--- config.mk ---
export PLATFORM = sky130hd
export DESIGN_NAME = serial_packet_deframer_flat
export DESIGN_NICKNAME = d
export VERILOG_FILES = /design/src/spd_pkg.sv /design/src/spd_if.sv /design/src/serial_packet_deframer.sv /design/src/flat_wrapper.sv
export VERILOG_INCLUDE_DIRS = /design/src /design/src/src
export SDC_FILE = /design/constraint.sdc
export NUM_CORES = 1
export LEC_CHECK = 0
export BUFFER_PORTS_ARGS = -buffer_cell sky130_fd_sc_hd__buf_4
export CAP_MARGIN = 5
export CELL_PAD_IN_SITES_DETAIL_PLACEMENT = 0
export CELL_PAD_IN_SITES_GLOBAL_PLACEMENT = 1
export CORE_ASPECT_RATIO = 0.7
export CORE_MARGIN = 1
export CORE_UTILIZATION = 31
export CTS_BUF_LIST = sky130_fd_sc_hd__clkbuf_16
export DETAILED_ROUTE_END_ITERATION = 10
export GPL_ROUTABILITY_DRIVEN = 1
export GPL_TIMING_DRIVEN = 0
export PLACE_DENSITY_LB_ADDON = 0.25
export SYNTH_ARGS = -nofsm -noshare
export SYNTH_HDL_FRONTEND = slang
export SYNTH_SLANG_ARGS = --single-unit
--- constraint.sdc ---
create_clock -name clk -period 11.26 [get_ports clk]
set_clock_uncertainty 0.15 [all_clocks]
set_input_delay 1.126 -clock clk [delete_from_list [all_inputs] [get_ports clk]]
set_output_delay 1.126 -clock clk [all_outputs]
set_load 0.005 [all_outputs]
--- src/serial_packet_deframer_defines.svh ---
// Assertion macros for the serial packet deframer
`ifndef SERIAL_PACKET_DEFRAMER_DEFINES_SVH
`define SERIAL_PACKET_DEFRAMER_DEFINES_SVH

// Check that cons holds in the same cycle as ante
`define SPD_ASSERT_NOW(label, clk, rst_n, ante, cons) \
    label: assert property (@(posedge clk) disable iff (!rst_n) (ante) |-> (cons)) \
        else $error("deframer check failed");

// Check that cons holds in the cycle after ante
`define SPD_ASSERT_NEXT(label, clk, rst_n, ante, cons) \
    label: assert property (@(posedge clk) disable iff (!rst_n) (ante) |=> (cons)) \
        else $error("deframer check failed");

`endif

--- src/spd_pkg.sv ---
// Types and constants for the serial packet deframer
`timescale 1ns / 1ps

package spd_pkg;

    typedef enum logic [3:0] {
        PH_HUNT0    = 4'd0,
        PH_HUNT1    = 4'd1,
        PH_LEN0     = 4'd2,
        PH_LEN1     = 4'd3,
        PH_BODY     = 4'd4,
        PH_CSUM0    = 4'd5,
        PH_CSUM1    = 4'd6,
        PH_TRL0     = 4'd7,
        PH_TRL1     = 4'd8,
        PH_SKIPBODY = 4'd9,
        PH_SKIP4    = 4'd10,
        PH_SKIP3    = 4'd11,
        PH_SKIP2    = 4'd12,
        PH_SKIP1    = 4'd13
    } phase_t;

    typedef enum logic [2:0] {
        ST_OK           = 3'd0,
        ST_NAK          = 3'd1,
        ST_BAD_HEADER   = 3'd2,
        ST_TOO_SHORT    = 3'd3,
        ST_BAD_TYPE     = 3'd4,
        ST_BAD_CHECKSUM = 3'd5,
        ST_BAD_TRAILER  = 3'd6
    } status_t;

    typedef enum logic [1:0] {
        REG_EXPECTED_TYPE = 2'd0,
        REG_MIN_LENGTH    = 2'd1,
        REG_MAX_LENGTH    = 2'd2,
        REG_ACCEPT_NAK    = 2'd3
    } reg_index_t;

    localparam int unsigned SUM_W    = 15;
    localparam int unsigned PADDR_W  = 4;

    localparam logic [7:0]  HEADER_BYTE0 = 8'hA0;
    localparam logic [7:0]  HEADER_BYTE1 = 8'hA2;
    localparam logic [15:0] TRAILER_WORD = 16'hB3B0;
    localparam logic [7:0]  NAK_TYPE     = 8'h00;

    localparam logic [7:0]  RESET_EXPECTED_TYPE = 8'd3;
    localparam logic [15:0] RESET_MIN_LENGTH    = 16'd0;
    localparam logic [15:0] RESET_MAX_LENGTH    = 16'hFFFF;

    typedef struct packed {
        logic        kind;
        logic [7:0]  payload_byte;
        status_t     status_code;
        logic [15:0] payload_count;
        logic        last;
    } result_t;

endpackage

--- src/spd_if.sv ---
// Stream interfaces for received bytes and deframer results
`timescale 1ns / 1ps

interface spd_rx_if;
    logic       valid;
    logic       ready;
    logic [7:0] rx_byte;

    modport source (output valid, output rx_byte, input ready);
    modport sink (input valid, input rx_byte, output ready);
endinterface

interface spd_result_if;
    logic        valid;
    logic        ready;
    logic        kind;
    logic [7:0]  payload_byte;
    logic [2:0]  status_code;
    logic [15:0] payload_count;
    logic        last;

    modport source (output valid, output kind, output payload_byte, output status_code,
                    output payload_count, output last, input ready);
    modport sink (input valid, input kind, input payload_byte, input status_code,
                  input payload_count, input last, output ready);
endinterface

--- src/serial_packet_deframer.sv ---
// Serial packet deframer: byte stream in, payload bytes and frame status out
//
//   channel  | dir | handshake          | contents
//   ---------+-----+--------------------+------------------------------------------
//   rx       | in  | valid / ready      | rx_byte
//   frame    | out | valid / ready      | kind, payload_byte, status_code,
//            |     |                    | payload_count, last
//   apb      | in  | psel/penable/pwrite| expected_type, min_length, max_length,
//            |     |                    | accept_nak
//
// One item per cycle while the result is not stalled: a byte is held in the
// input register, then the parser updates its state and loads the result register.
// Reset clears the parser to header hunting and loads register defaults.
// A stalled result holds the result register; the input register takes an item
// while it is empty, or while the result register is empty or being drained.
`timescale 1ns / 1ps
`include "serial_packet_deframer_defines.svh"

module serial_packet_deframer
(
    input  logic                          clk,
    input  logic                          rst_n,
    spd_rx_if.sink                        rx,
    spd_result_if.source                  frame,
    input  logic                          psel,
    input  logic                          penable,
    input  logic                          pwrite,
    input  logic [spd_pkg::PADDR_W-1:0]   paddr,
    input  logic [31:0]                   pwdata,
    output logic [31:0]                   prdata,
    output logic                          pready
);

    logic [7:0]  expected_type_reg;
    logic [15:0] min_length_reg;
    logic [15:0] max_length_reg;
    logic        accept_nak_reg;

    logic        in_valid_reg;
    logic [7:0]  in_byte_reg;
    logic        out_valid_reg;
    spd_pkg::result_t out_data_reg;

    spd_pkg::phase_t             phase_reg,        phase_next;
    logic [15:0]                 frame_length_reg, frame_length_next;
    logic [15:0]                 byte_index_reg,   byte_index_next;
    logic [spd_pkg::SUM_W-1:0]   sum_reg,          sum_next;
    logic [7:0]                  csum_low_reg,     csum_low_next;
    logic [7:0]                  len_low_reg,      len_low_next;
    logic                        matched_reg,      matched_next;

    logic             advance;
    logic             fire;
    logic             emit;
    spd_pkg::result_t result;
    logic [15:0]      count;
    logic [15:0]      index_inc;
    logic [15:0]      new_length;
    logic [15:0]      word;
    logic             cfg_write;
    spd_pkg::reg_index_t cfg_sel;

    assign pready    = 1'b1;
    assign cfg_write = psel && penable && pwrite && pready;
    assign cfg_sel   = spd_pkg::reg_index_t'(paddr[3:2]);

    always_ff @(posedge clk or negedge rst_n)
    begin
        if (!rst_n)
        begin
            expected_type_reg <= spd_pkg::RESET_EXPECTED_TYPE;
            min_length_reg    <= spd_pkg::RESET_MIN_LENGTH;
            max_length_reg    <= spd_pkg::RESET_MAX_LENGTH;
            accept_nak_reg    <= 1'b0;
        end
        else if (cfg_write)
        begin
            unique case (cfg_sel)
                spd_pkg::REG_EXPECTED_TYPE: expected_type_reg <= pwdata[7:0];
                spd_pkg::REG_MIN_LENGTH:    min_length_reg    <= pwdata[15:0];
                spd_pkg::REG_MAX_LENGTH:    max_length_reg    <= pwdata[15:0];
                spd_pkg::REG_ACCEPT_NAK:    accept_nak_reg    <= pwdata[0];
                default:                    accept_nak_reg    <= accept_nak_reg;
            endcase
        end
    end

    always_comb
    begin
        unique case (cfg_sel)
            spd_pkg::REG_EXPECTED_TYPE: prdata = {24'd0, expected_type_reg};
            spd_pkg::REG_MIN_LENGTH:    prdata = {16'd0, min_length_reg};
            spd_pkg::REG_MAX_LENGTH:    prdata = {16'd0, max_length_reg};
            spd_pkg::REG_ACCEPT_NAK:    prdata = {31'd0, accept_nak_reg};
            default:                    prdata = 32'd0;
        endcase
    end

    // Pipeline control
    assign advance  = !out_valid_reg || frame.ready;
    assign rx.ready = !in_valid_reg || advance;
    assign fire     = in_valid_reg && advance;

    always_ff @(posedge clk or negedge rst_n)
    begin
        if (!rst_n)
        begin
            in_valid_reg  <= 1'b0;
            out_valid_reg <= 1'b0;
        end
        else
        begin
            if (rx.ready)
            begin
                in_valid_reg <= rx.valid;
            end
            if (advance)
            begin
                out_valid_reg <= fire && emit;
            end
        end
    end

    always_ff @(posedge clk)
    begin
        if (rx.ready && rx.valid)
        begin
            in_byte_reg <= rx.rx_byte;
        end
        if (fire && emit)
        begin
            out_data_reg <= result;
        end
    end

    // Parser state
    always_ff @(posedge clk or negedge rst_n)
    begin
        if (!rst_n)
        begin
            phase_reg        <= spd_pkg::PH_HUNT0;
            frame_length_reg <= 16'd0;
            byte_index_reg   <= 16'd0;
            sum_reg          <= '0;
            csum_low_reg     <= 8'd0;
            len_low_reg      <= 8'd0;
            matched_reg      <= 1'b0;
        end
        else if (fire)
        begin
            phase_reg        <= phase_next;
            frame_length_reg <= frame_length_next;
            byte_index_reg   <= byte_index_next;
            sum_reg          <= sum_next;
            csum_low_reg     <= csum_low_next;
            len_low_reg      <= len_low_next;
            matched_reg      <= matched_next;
        end
    end

    assign count      = frame_length_reg - 16'd1;
    assign index_inc  = byte_index_reg + 16'd1;
    assign new_length = {in_byte_reg, len_low_reg};
    assign word       = {in_byte_reg, csum_low_reg};

    always_comb
    begin
        phase_next        = phase_reg;
        frame_length_next = frame_length_reg;
        byte_index_next   = byte_index_reg;
        sum_next          = sum_reg;
        csum_low_next     = csum_low_reg;
        len_low_next      = len_low_reg;
        matched_next      = matched_reg;
        emit                 = 1'b0;
        result.kind          = 1'b1;
        result.payload_byte  = 8'd0;
        result.status_code   = spd_pkg::ST_OK;
        result.payload_count = 16'd0;
        result.last          = 1'b1;

        unique case (phase_reg)
            spd_pkg::PH_HUNT1:
            begin
                if (in_byte_reg == spd_pkg::HEADER_BYTE1)
                begin
                    phase_next = spd_pkg::PH_LEN0;
                end
                else
                begin
                    phase_next         = spd_pkg::PH_HUNT0;
                    emit               = 1'b1;
                    result.status_code = spd_pkg::ST_BAD_HEADER;
                end
            end
            spd_pkg::PH_LEN0:
            begin
                len_low_next = in_byte_reg;
                phase_next   = spd_pkg::PH_LEN1;
            end
            spd_pkg::PH_LEN1:
            begin
                frame_length_next = new_length;
                byte_index_next   = 16'd0;
                sum_next          = '0;
                matched_next      = 1'b0;
                if (new_length <= min_length_reg)
                begin
                    phase_next         = spd_pkg::PH_HUNT0;
                    emit               = 1'b1;
                    result.status_code = spd_pkg::ST_TOO_SHORT;
                end
                else
                begin
                    phase_next = spd_pkg::PH_BODY;
                end
            end
            spd_pkg::PH_BODY:
            begin
                sum_next        = sum_reg + spd_pkg::SUM_W'(in_byte_reg);
                byte_index_next = index_inc;
                if (byte_index_reg == 16'd0 && in_byte_reg != expected_type_reg)
                begin
                    // Wrong type: report now, skip the rest of the frame
                    emit                 = 1'b1;
                    result.payload_count = count;
                    result.status_code   = (accept_nak_reg && in_byte_reg == spd_pkg::NAK_TYPE)
                                           ? spd_pkg::ST_NAK : spd_pkg::ST_BAD_TYPE;
                    phase_next = (index_inc == frame_length_reg) ? spd_pkg::PH_SKIP4
                                                                 : spd_pkg::PH_SKIPBODY;
                end
                else
                begin
                    if (index_inc == frame_length_reg)
                    begin
                        phase_next = spd_pkg::PH_CSUM0;
                    end
                    if (byte_index_reg != 16'd0 && byte_index_reg <= max_length_reg)
                    begin
                        emit                = 1'b1;
                        result.kind         = 1'b0;
                        result.payload_byte = in_byte_reg;
                        result.last         = 1'b0;
                    end
                end
            end
            spd_pkg::PH_CSUM0:
            begin
                csum_low_next = in_byte_reg;
                phase_next    = spd_pkg::PH_CSUM1;
            end
            spd_pkg::PH_CSUM1:
            begin
                if (word != {1'b0, sum_reg})
                begin
                    phase_next           = spd_pkg::PH_SKIP2;
                    emit                 = 1'b1;
                    result.status_code   = spd_pkg::ST_BAD_CHECKSUM;
                    result.payload_count = count;
                end
                else
                begin
                    matched_next = 1'b1;
                    phase_next   = spd_pkg::PH_TRL0;
                end
            end
            spd_pkg::PH_TRL0:
            begin
                csum_low_next = in_byte_reg;
                phase_next    = spd_pkg::PH_TRL1;
            end
            spd_pkg::PH_TRL1:
            begin
                phase_next           = spd_pkg::PH_HUNT0;
                emit                 = 1'b1;
                result.payload_count = count;
                result.status_code   = (word == spd_pkg::TRAILER_WORD && matched_reg)
                                       ? spd_pkg::ST_OK : spd_pkg::ST_BAD_TRAILER;
            end
            spd_pkg::PH_SKIPBODY:
            begin
                byte_index_next = index_inc;
                if (index_inc == frame_length_reg)
                begin
                    phase_next = spd_pkg::PH_SKIP4;
                end
            end
            spd_pkg::PH_SKIP4: phase_next = spd_pkg::PH_SKIP3;
            spd_pkg::PH_SKIP3: phase_next = spd_pkg::PH_SKIP2;
            spd_pkg::PH_SKIP2: phase_next = spd_pkg::PH_SKIP1;
            spd_pkg::PH_SKIP1: phase_next = spd_pkg::PH_HUNT0;
            default:
            begin
                if (in_byte_reg == spd_pkg::HEADER_BYTE0)
                begin
                    phase_next = spd_pkg::PH_HUNT1;
                end
                else
                begin
                    phase_next         = spd_pkg::PH_HUNT0;
                    emit               = 1'b1;
                    result.status_code = spd_pkg::ST_BAD_HEADER;
                end
            end
        endcase
    end

    assign frame.valid         = out_valid_reg;
    assign frame.kind          = out_data_reg.kind;
    assign frame.payload_byte  = out_data_reg.payload_byte;
    assign frame.status_code   = out_data_reg.status_code;
    assign frame.payload_count = out_data_reg.payload_count;
    assign frame.last          = out_data_reg.last;

    `SPD_ASSERT_NOW(a_body_length_nonzero, clk, rst_n,
        phase_reg == spd_pkg::PH_BODY || phase_reg == spd_pkg::PH_SKIPBODY,
        frame_length_reg != 16'd0)
    `SPD_ASSERT_NOW(a_header_status_no_count, clk, rst_n,
        out_valid_reg && out_data_reg.kind &&
        (out_data_reg.status_code == spd_pkg::ST_BAD_HEADER ||
         out_data_reg.status_code == spd_pkg::ST_TOO_SHORT),
        out_data_reg.payload_count == 16'd0)
    `SPD_ASSERT_NEXT(a_input_held_on_stall, clk, rst_n,
        in_valid_reg && !advance,
        in_valid_reg && $stable(in_byte_reg))

endmodule
--- src/flat_wrapper.sv ---
// flat-port wrapper written by rule: the top's interface ports become plain ports
module serial_packet_deframer_flat 
  (clk, rst_n, psel, penable, pwrite, paddr, pwdata, prdata, pready, rx_valid, rx_rx_byte, rx_ready, frame_valid, frame_kind, frame_payload_byte, frame_status_code, frame_payload_count, frame_last, frame_ready);
  spd_rx_if rx_i ();
  spd_result_if frame_i ();
  input  logic clk;
  input  logic rst_n;
  input  logic psel;
  input  logic penable;
  input  logic pwrite;
  input  logic [spd_pkg::PADDR_W-1:0] paddr;
  input  logic [31:0] pwdata;
  output logic [31:0] prdata;
  output logic pready;
  input wire logic [$bits(rx_i.valid)-1:0] rx_valid;
  input wire logic [$bits(rx_i.rx_byte)-1:0] rx_rx_byte;
  output wire logic [$bits(rx_i.ready)-1:0] rx_ready;
  output wire logic [$bits(frame_i.valid)-1:0] frame_valid;
  output wire logic [$bits(frame_i.kind)-1:0] frame_kind;
  output wire logic [$bits(frame_i.payload_byte)-1:0] frame_payload_byte;
  output wire logic [$bits(frame_i.status_code)-1:0] frame_status_code;
  output wire logic [$bits(frame_i.payload_count)-1:0] frame_payload_count;
  output wire logic [$bits(frame_i.last)-1:0] frame_last;
  input wire logic [$bits(frame_i.ready)-1:0] frame_ready;
  assign rx_i.valid = rx_valid;
  assign rx_i.rx_byte = rx_rx_byte;
  assign rx_ready = rx_i.ready;
  assign frame_valid = frame_i.valid;
  assign frame_kind = frame_i.kind;
  assign frame_payload_byte = frame_i.payload_byte;
  assign frame_status_code = frame_i.status_code;
  assign frame_payload_count = frame_i.payload_count;
  assign frame_last = frame_i.last;
  assign frame_i.ready = frame_ready;
  serial_packet_deframer u_core (.clk(clk), .rst_n(rst_n), .rx(rx_i), .frame(frame_i), .psel(psel), .penable(penable), .pwrite(pwrite), .paddr(paddr), .pwdata(pwdata), .prdata(prdata), .pready(pready));
endmodule
==> qor.csv, run 1 <==
stage,metric,value,unit
status,outcome,completed,
sta,finalCritPeriodShare,39.8,%
setup_path,rrSetupSlack,7.24,ns
cells_and_area,diodes,0,
power_and_ir_drop,p_comb_share,37.4,%
setup_path,cp-start-kind,input port,
cells_and_area,drive_gt1_share,19.0,%
die,ios,115,
power_and_ir_drop,p_int,1.48,mW
clock_tree,h-tree-depth,4,
logic_synthesis,ys_seq_area_share,44.7,%
power_and_ir_drop,p_sw_share,38.0,%
sta,rsz0062_at_grt,false,
setup_path,critPathKind,in2out,
logic_synthesis,synth.distinct_cells,68,
setup_path,startpoint,paddr[3],
sta,hold_violations,0,
cells_and_area,final_area,0.0105,sq mm
clock_tree,ctsResizeCount,0,
route,drcViolationCount,0,
grt,antenna_found_initial,0,
route,routedWlPerCell,19.1,um
clock_tree,post_cts_buffers,0,
cells_and_area,mostFrequentLayoutCells,"nand2_1 (126), buf_4 (97), dfrtp_1 (93)",
clock_tree,cts.sink_count,147,
placement,gp_congestion,0.903,
route,firstDrtPassIters,6,
logic_synthesis,syn_avg_cell_area,9.53,sq um
clock_tree,cts_tree,built,
clock_tree,cts.reportedPaths.clkPinSlew,0.06,ns
die,num_rows,50,
die,start_util,32.0,%
hold_path,hold_end,u_core.matched_reg,
sta,setup_viol,0,
hold_path,whs_path_depth,2,
logic_synthesis,synth_top_area_cell,dfrtp_1,
sta,hold_slack,0.355,ns
sta,clock.fmax,223,MHz
logic_synthesis,synthFlopType,dfrtp_1,
setup_path,reg2reg_depth,8,
placement,port_buffers,79,
sta,slew_violations,0,
cells_and_area,layout_commonest_cell,nand2_1,
power_and_ir_drop,seq_power_share,37.1,%
power_and_ir_drop,leakagePower,4.53,nW
route,num_vias,7060,
logic_synthesis,yosys_warnings,0,
setup_path,critPathCaptureType,primary output,
route,ant_nets,0,
clock_tree,cts-root-buf,clkbuf_16,
hold_path,hp-start,u_core.matched_reg,
logic_synthesis,synth_area_leaders,"dfrtp_1 (27%), edfxtp_1 (12%), ha_1 (6.2%), dfstp_2 (5.4%), nand2_1 (5.4%)",
setup_path,arrival,3.20,ns
placement,post_dp_cell_area,0.00984,sq mm
logic_synthesis,ys_ff_latch,147,
grt,grt_pass1_wl,41500,um
clock_tree,clock_latency,0.44,ns
setup_path,r2r-end,u_core.frame.payload_count[2],
route,routed_wl,26800,um
power_and_ir_drop,p_switching,0.907,mW
logic_synthesis,async_flop_share,75.5,%
setup_path,cp_data_required_time,9.98,ns
grt,grt_max_degree,85,
die,die_h,142,um
clock_tree,numCtsBuffers,17,
grt,grt.overflow.total,0,
power_and_ir_drop,power_density,228,mW/mm^2
power_and_ir_drop,pwr-share-clk,25.5,%
hold_path,hold_class,reg2reg,
flow_run,drv_cap,0,
cells_and_area,area_growth,20.4,%
logic_synthesis,synth_edf_count,36,
die,core,0.0272,sq mm
route,vias_per_cell,5.04,
logic_synthesis,syn_area,0.00869,sq mm
clock_tree,hold_buffers,0,
sta,fin_setup_tns,0,ns
power_and_ir_drop,finalPower,2.39,mW
logic_synthesis,synth.top_cell.area_share,26.8,%
clock_tree,clockBufferDepth,2,
sta,period_needed,4.48,ns
grt,grt_pass1_vias,6850,
cells_and_area,fin_nets,1120,
setup_path,critPathMaxFanout,10,
power_and_ir_drop,ir_worst_vdd,0.000120,V
die,die_area,0.0287,sq mm
sta,slew-limit-headroom,40.1,%
placement,hpwl,20300,um
die,fp.dieW,202,um
route,drt_first_iter_violations,474,
grt,grt_usage,19.3,%
sta,tightest_slew,0.899,ns
setup_path,r2r-start,u_core.in_byte_reg[1],
logic_synthesis,syn_inst,911,
## layout make-up
cell class | instances | area [sq um]
fill | 2791 | 16700
multi-input combinational | 662 | 4360
sequential | 147 | 3880
timing repair buffer | 80 | 624
clock buffer | 19 | 475
tap | 364 | 455
buffer | 67 | 330
inverter | 50 | 188
clock inverter | 13 | 144
## logic make-up after synthesis
kind of cell	count (synthesis)	synth area share (%)
compound gates	185	13.7
xor+xnor	64	6.45
fa+ha+maj	44	6.42
buf+inv	117	5.96
flops	147	44.7
mux	38	4.93
other cells	2	0.0865
simple gates	314	17.8
## worst max-delay path: stages
cell and delay, ns:
buf_4 0.11, clkbuf_1 0.41, nor2b_1 0.54, clkbuf_1 0.56, nand2_1 0.10, o21ai_0 0.17, buf_4 0.18
## metrics by stage
stage / setup WS, ns / cells / util (%)
finish: 6.78 / 1402 / 38.5
detailed placement: 6.80 / 1370 / 36.2
global route: 6.68 / 1402 / 38.5
CTS: 6.80 / 1402 / 38.5
floorplan: 7.27 / 926 / -
global placement: 6.05 / 1369 / 36.1
## layer usage
metal	vias up	global-route usage (%)	routed length [um]
li1	3422	-	-
met1	3445	29.9	14400
met5	-	0	0
met3	17	3.43	1100
met4	0	4.39	277
met2	176	27.3	11000
## Yosys cell counts, drive strengths merged (9+ instances only)
master  number
xor2        27
clkbuf      39
a22o        10
nand2      126
edfxtp      36
a21o        10
o21ai       75
dfrtp       93
and2        10
nor4        19
nor3        20
xnor2       37
mux2i        9
buf         28
a21oi       25
inv         50
dfstp       18
mux2        28
nand4       17
nor2        50
nand3       27
ha          43
## power by group through the flow
stage	logic [mW]	registers (mW)	clock network [mW]
after global routing	1.00	0.907	0.640
final	0.893	0.887	0.609
after floorplan	0.596	0.849	0
after detailed placement	0.888	0.897	0
after CTS	0.894	0.888	0.618
after global placement	0.873	0.897	0
## how the worst max path moves through the flow
stage | to | slack (ns)
floorplan | u_core.frame.last | 7.27
global placement | u_core.frame.payload_count[2] | 6.05
detailed placement | prdata[4] | 6.80
CTS | prdata[4] | 6.80
global route | prdata[3] | 6.68
finish | prdata[4] | 6.78
Power figures use the tool's default switching activity.
==> inputs of run 2 (changes only) <==
- ABC_AREA: unset -> 1
- clock period: 11.26 -> 3.6 ns (I/O delays scaled with it)
==> qor.csv, run 2 <==
stage,metric,value,unit
route,num_vias,7704,
route,drt_first_iter_violations,700,
logic_synthesis,synthFlopType,dfrtp_1,
setup_path,cp-start-kind,flip-flop,
sta,setup_viol,0,
die,ios,115,
logic_synthesis,async_flop_share,75.5,%
route,vias_per_cell,4.78,
route,ant_nets,0,
logic_synthesis,netlist_top_cells_count,"nand2_1 (272), inv_1 (157), nor2_1 (98), dfrtp_1 (93), o21ai_0 (91)",
grt,grt_max_degree,59,
setup_path,cp_data_required_time,3.64,ns
sta,slew-limit-headroom,40.8,%
cells_and_area,mostFrequentLayoutCells,"nand2_1 (272), inv_1 (157), buf_4 (100)",
cells_and_area,diodes,0,
grt,antenna_found_initial,0,
clock_tree,h-tree-depth,4,
logic_synthesis,syn_area,0.00872,sq mm
logic_synthesis,synth_xor_area_share,2.51,%
sta,rsz0062_at_grt,false,
route,met2_length,10500,um
clock_tree,numCtsBuffers,17,
grt,grt_pass1_vias,7123,
cells_and_area,layout_commonest_cell,nand2_1,
sta,period_needed,3.38,ns
logic_synthesis,synth_edf_count,36,
cells_and_area,drive_gt1_share,15.3,%
clock_tree,cts.sink_count,147,
sta,slew_violations,0,
sta,hold_violations,0,
clock_tree,cts-root-buf,clkbuf_16,
setup_path,critPathMaxFanout,8,
logic_synthesis,synth_compound_area_share,11.3,%
route,wirelength_met1,15000,um
route,routed_wl,27400,um
route,routedWlPerCell,17.0,um
setup_path,arrival,3.42,ns
clock_tree,clockBufferDepth,2,
placement,dpl.cell_count,1566,
clock_tree,cts.reportedPaths.clkPinSlew,0.07,ns
route,drcViolationCount,0,
cells_and_area,seqCellArea,0.00388,sq mm
die,num_rows,50,
die,core,0.0272,sq mm
sta,fin_setup_tns,0,ns
cells_and_area,post-route-util,39.1,%
logic_synthesis,synth_area_leaders,"dfrtp_1 (27%), edfxtp_1 (12%), nand2_1 (12%), inv_1 (6.8%), ha_1 (6.2%)",
die,start_util,32.1,%
logic_synthesis,synthAdderAreaFrac,6.40,%
sta,tightest_slew,0.876,ns
logic_synthesis,ys_ff_latch,147,
flow_run,drv_cap,0,
status,outcome,completed,
power_and_ir_drop,leakagePower,5.19,nW
die,die_h,142,um
logic_synthesis,synthMuxAreaShare,0,%
setup_path,critPathKind,reg2reg,
route,firstDrtPassIters,5,
clock_tree,clock_latency,0.44,ns
power_and_ir_drop,power_density,432,mW/mm^2
grt,grt.overflow.total,0,
grt,grt_pass1_wl,42800,um
logic_synthesis,synth_top_family_by_area,simple AND/OR/NAND/NOR gates,
grt,grt_usage,19.9,%
logic_synthesis,yosys_warnings,0,
power_and_ir_drop,ir_worst_vdd,0.000320,V
route,dr.max_layer_used,met4,
cells_and_area,fin_nets,1330,
clock_tree,cts_tree,built,
sta,clock.fmax,296,MHz
die,fp.dieW,202,um
logic_synthesis,syn_avg_cell_area,7.88,sq um
cells_and_area,multi_input_area,0.00409,sq mm
sta,finalCritPeriodShare,93.9,%
setup_path,critPathCaptureType,flip-flop,
logic_synthesis,yosysMostFrequentCell,nand2_1,
logic_synthesis,syn_inst,1107,
logic_synthesis,synth.top_cell.area_share,26.7,%
cells_and_area,final_cells,1612,
logic_synthesis,synth.distinct_cells,48,
logic_synthesis,ys_seq_area_share,44.5,%
logic_synthesis,synthSimpleGateAreaFrac,26.0,%
route,wl_met3,1690,um
die,die_area,0.0288,sq mm
placement,gp_congestion,0.888,
hold_path,hold_class,in2reg,
cells_and_area,area_growth,21.7,%
placement,port_buffers,79,
placement,hpwl,20900,um
logic_synthesis,synth_top_area_cell,dfrtp_1,
cells_and_area,nFillCells,2908,
run 2: cell count changes after synthesis, sizes merged, moves of 25 or more:
cell,before,now
inv,50,159
clkbuf,39,14
nor2,50,111
nand3,27,72
mux2,28,0
nand2,126,281
xnor2,37,7
run 2: logic make-up after synthesis:
logic type / after synthesis
AND/OR/NAND/NOR: 518
buffers and inverters: 196
adder cells (fa/ha/maj): 44
XOR/XNOR: 25
AO/OA/AOI/OAI: 175
other: 2
flip-flops: 147
run 2: metal layers:
layer	track usage (%)	vias to the layer above
met5	0	-
met1	31.7	3592
met4	4.63	0
met2	26.3	215
li1	-	3877
met3	4.35	20
run 2: what timing repair did:
item                       CTS  global route
hold buffers                 9             0
pin swaps                    0             0
buffers inserted             2             3
gates resized for setup      3             0
hold endpoints to repair    46             0
setup endpoints to repair   28            28
cloned                       1             0
run 2: stage by stage:
step                cell area, sq um  worst slack [ns]  total power, mW  hold WS, ns
CTS                            10600            0.0392             4.62       0.0108
global route                   10600            0.0237             4.82       0.0348
finish                         10600             0.219             4.59       0.0264
detailed placement              9860            -0.157             2.70        0.216
floorplan                       8780             0.741             2.38      -0.0856
global placement                9820            -0.141             2.69        0.317
run 2: layout make-up:
cell class	count	share of cell area, %
clock buffer	18	4.24
tap	364	4.29
timing repair inverter	1	0.0707
clock inverter	14	1.51
multi-input combinational	779	38.5
timing repair buffer	94	7.20
inverter	159	5.66
buffer	36	1.96
sequential	147	36.6
run 2: path summary, 6_finish.rpt:
path,start,end,slack [ns],cells past startpoint
max,u_core.in_byte_reg[2],u_core.frame.payload_byte[1],0.22,14
min,pwdata[8],u_core.max_length_reg[8],0.03,3
min in group asynchronous,rst_n,u_core.min_length_reg[10],0.31,2
min reg2reg,u_core.min_length_reg[13],u_core.min_length_reg[13],0.33,2
max reg2reg,u_core.in_byte_reg[2],u_core.frame.payload_byte[1],0.22,14
max in group asynchronous,rst_n,u_core.phase_reg[0],2.27,3
run 2: critical path, cell delays in order (launching register included):
cell,delay (ns)
edfxtp_1,0.69
inv_1,0.27
nand2_1,0.11
nand2_1,0.05
nor3_1,0.15
nand4_1,0.11
nor2_1,0.20
nand2_1,0.09
nand2_1,0.17
nand2_1,0.15
nor2_2,0.29
nand3_1,0.11
nand2_1,0.24
clkinvlp_4,0.15
buf_4,0.19
run 2: power by group:
part / leakage (nW) / switching [mW] / total [mW] / internal (mW)
clock network: 0.307 / 0.761 / 1.89 / 1.13
registers: 1.61 / 0.102 / 1.99 / 1.89
logic: 3.27 / 0.407 / 0.709 / 0.302
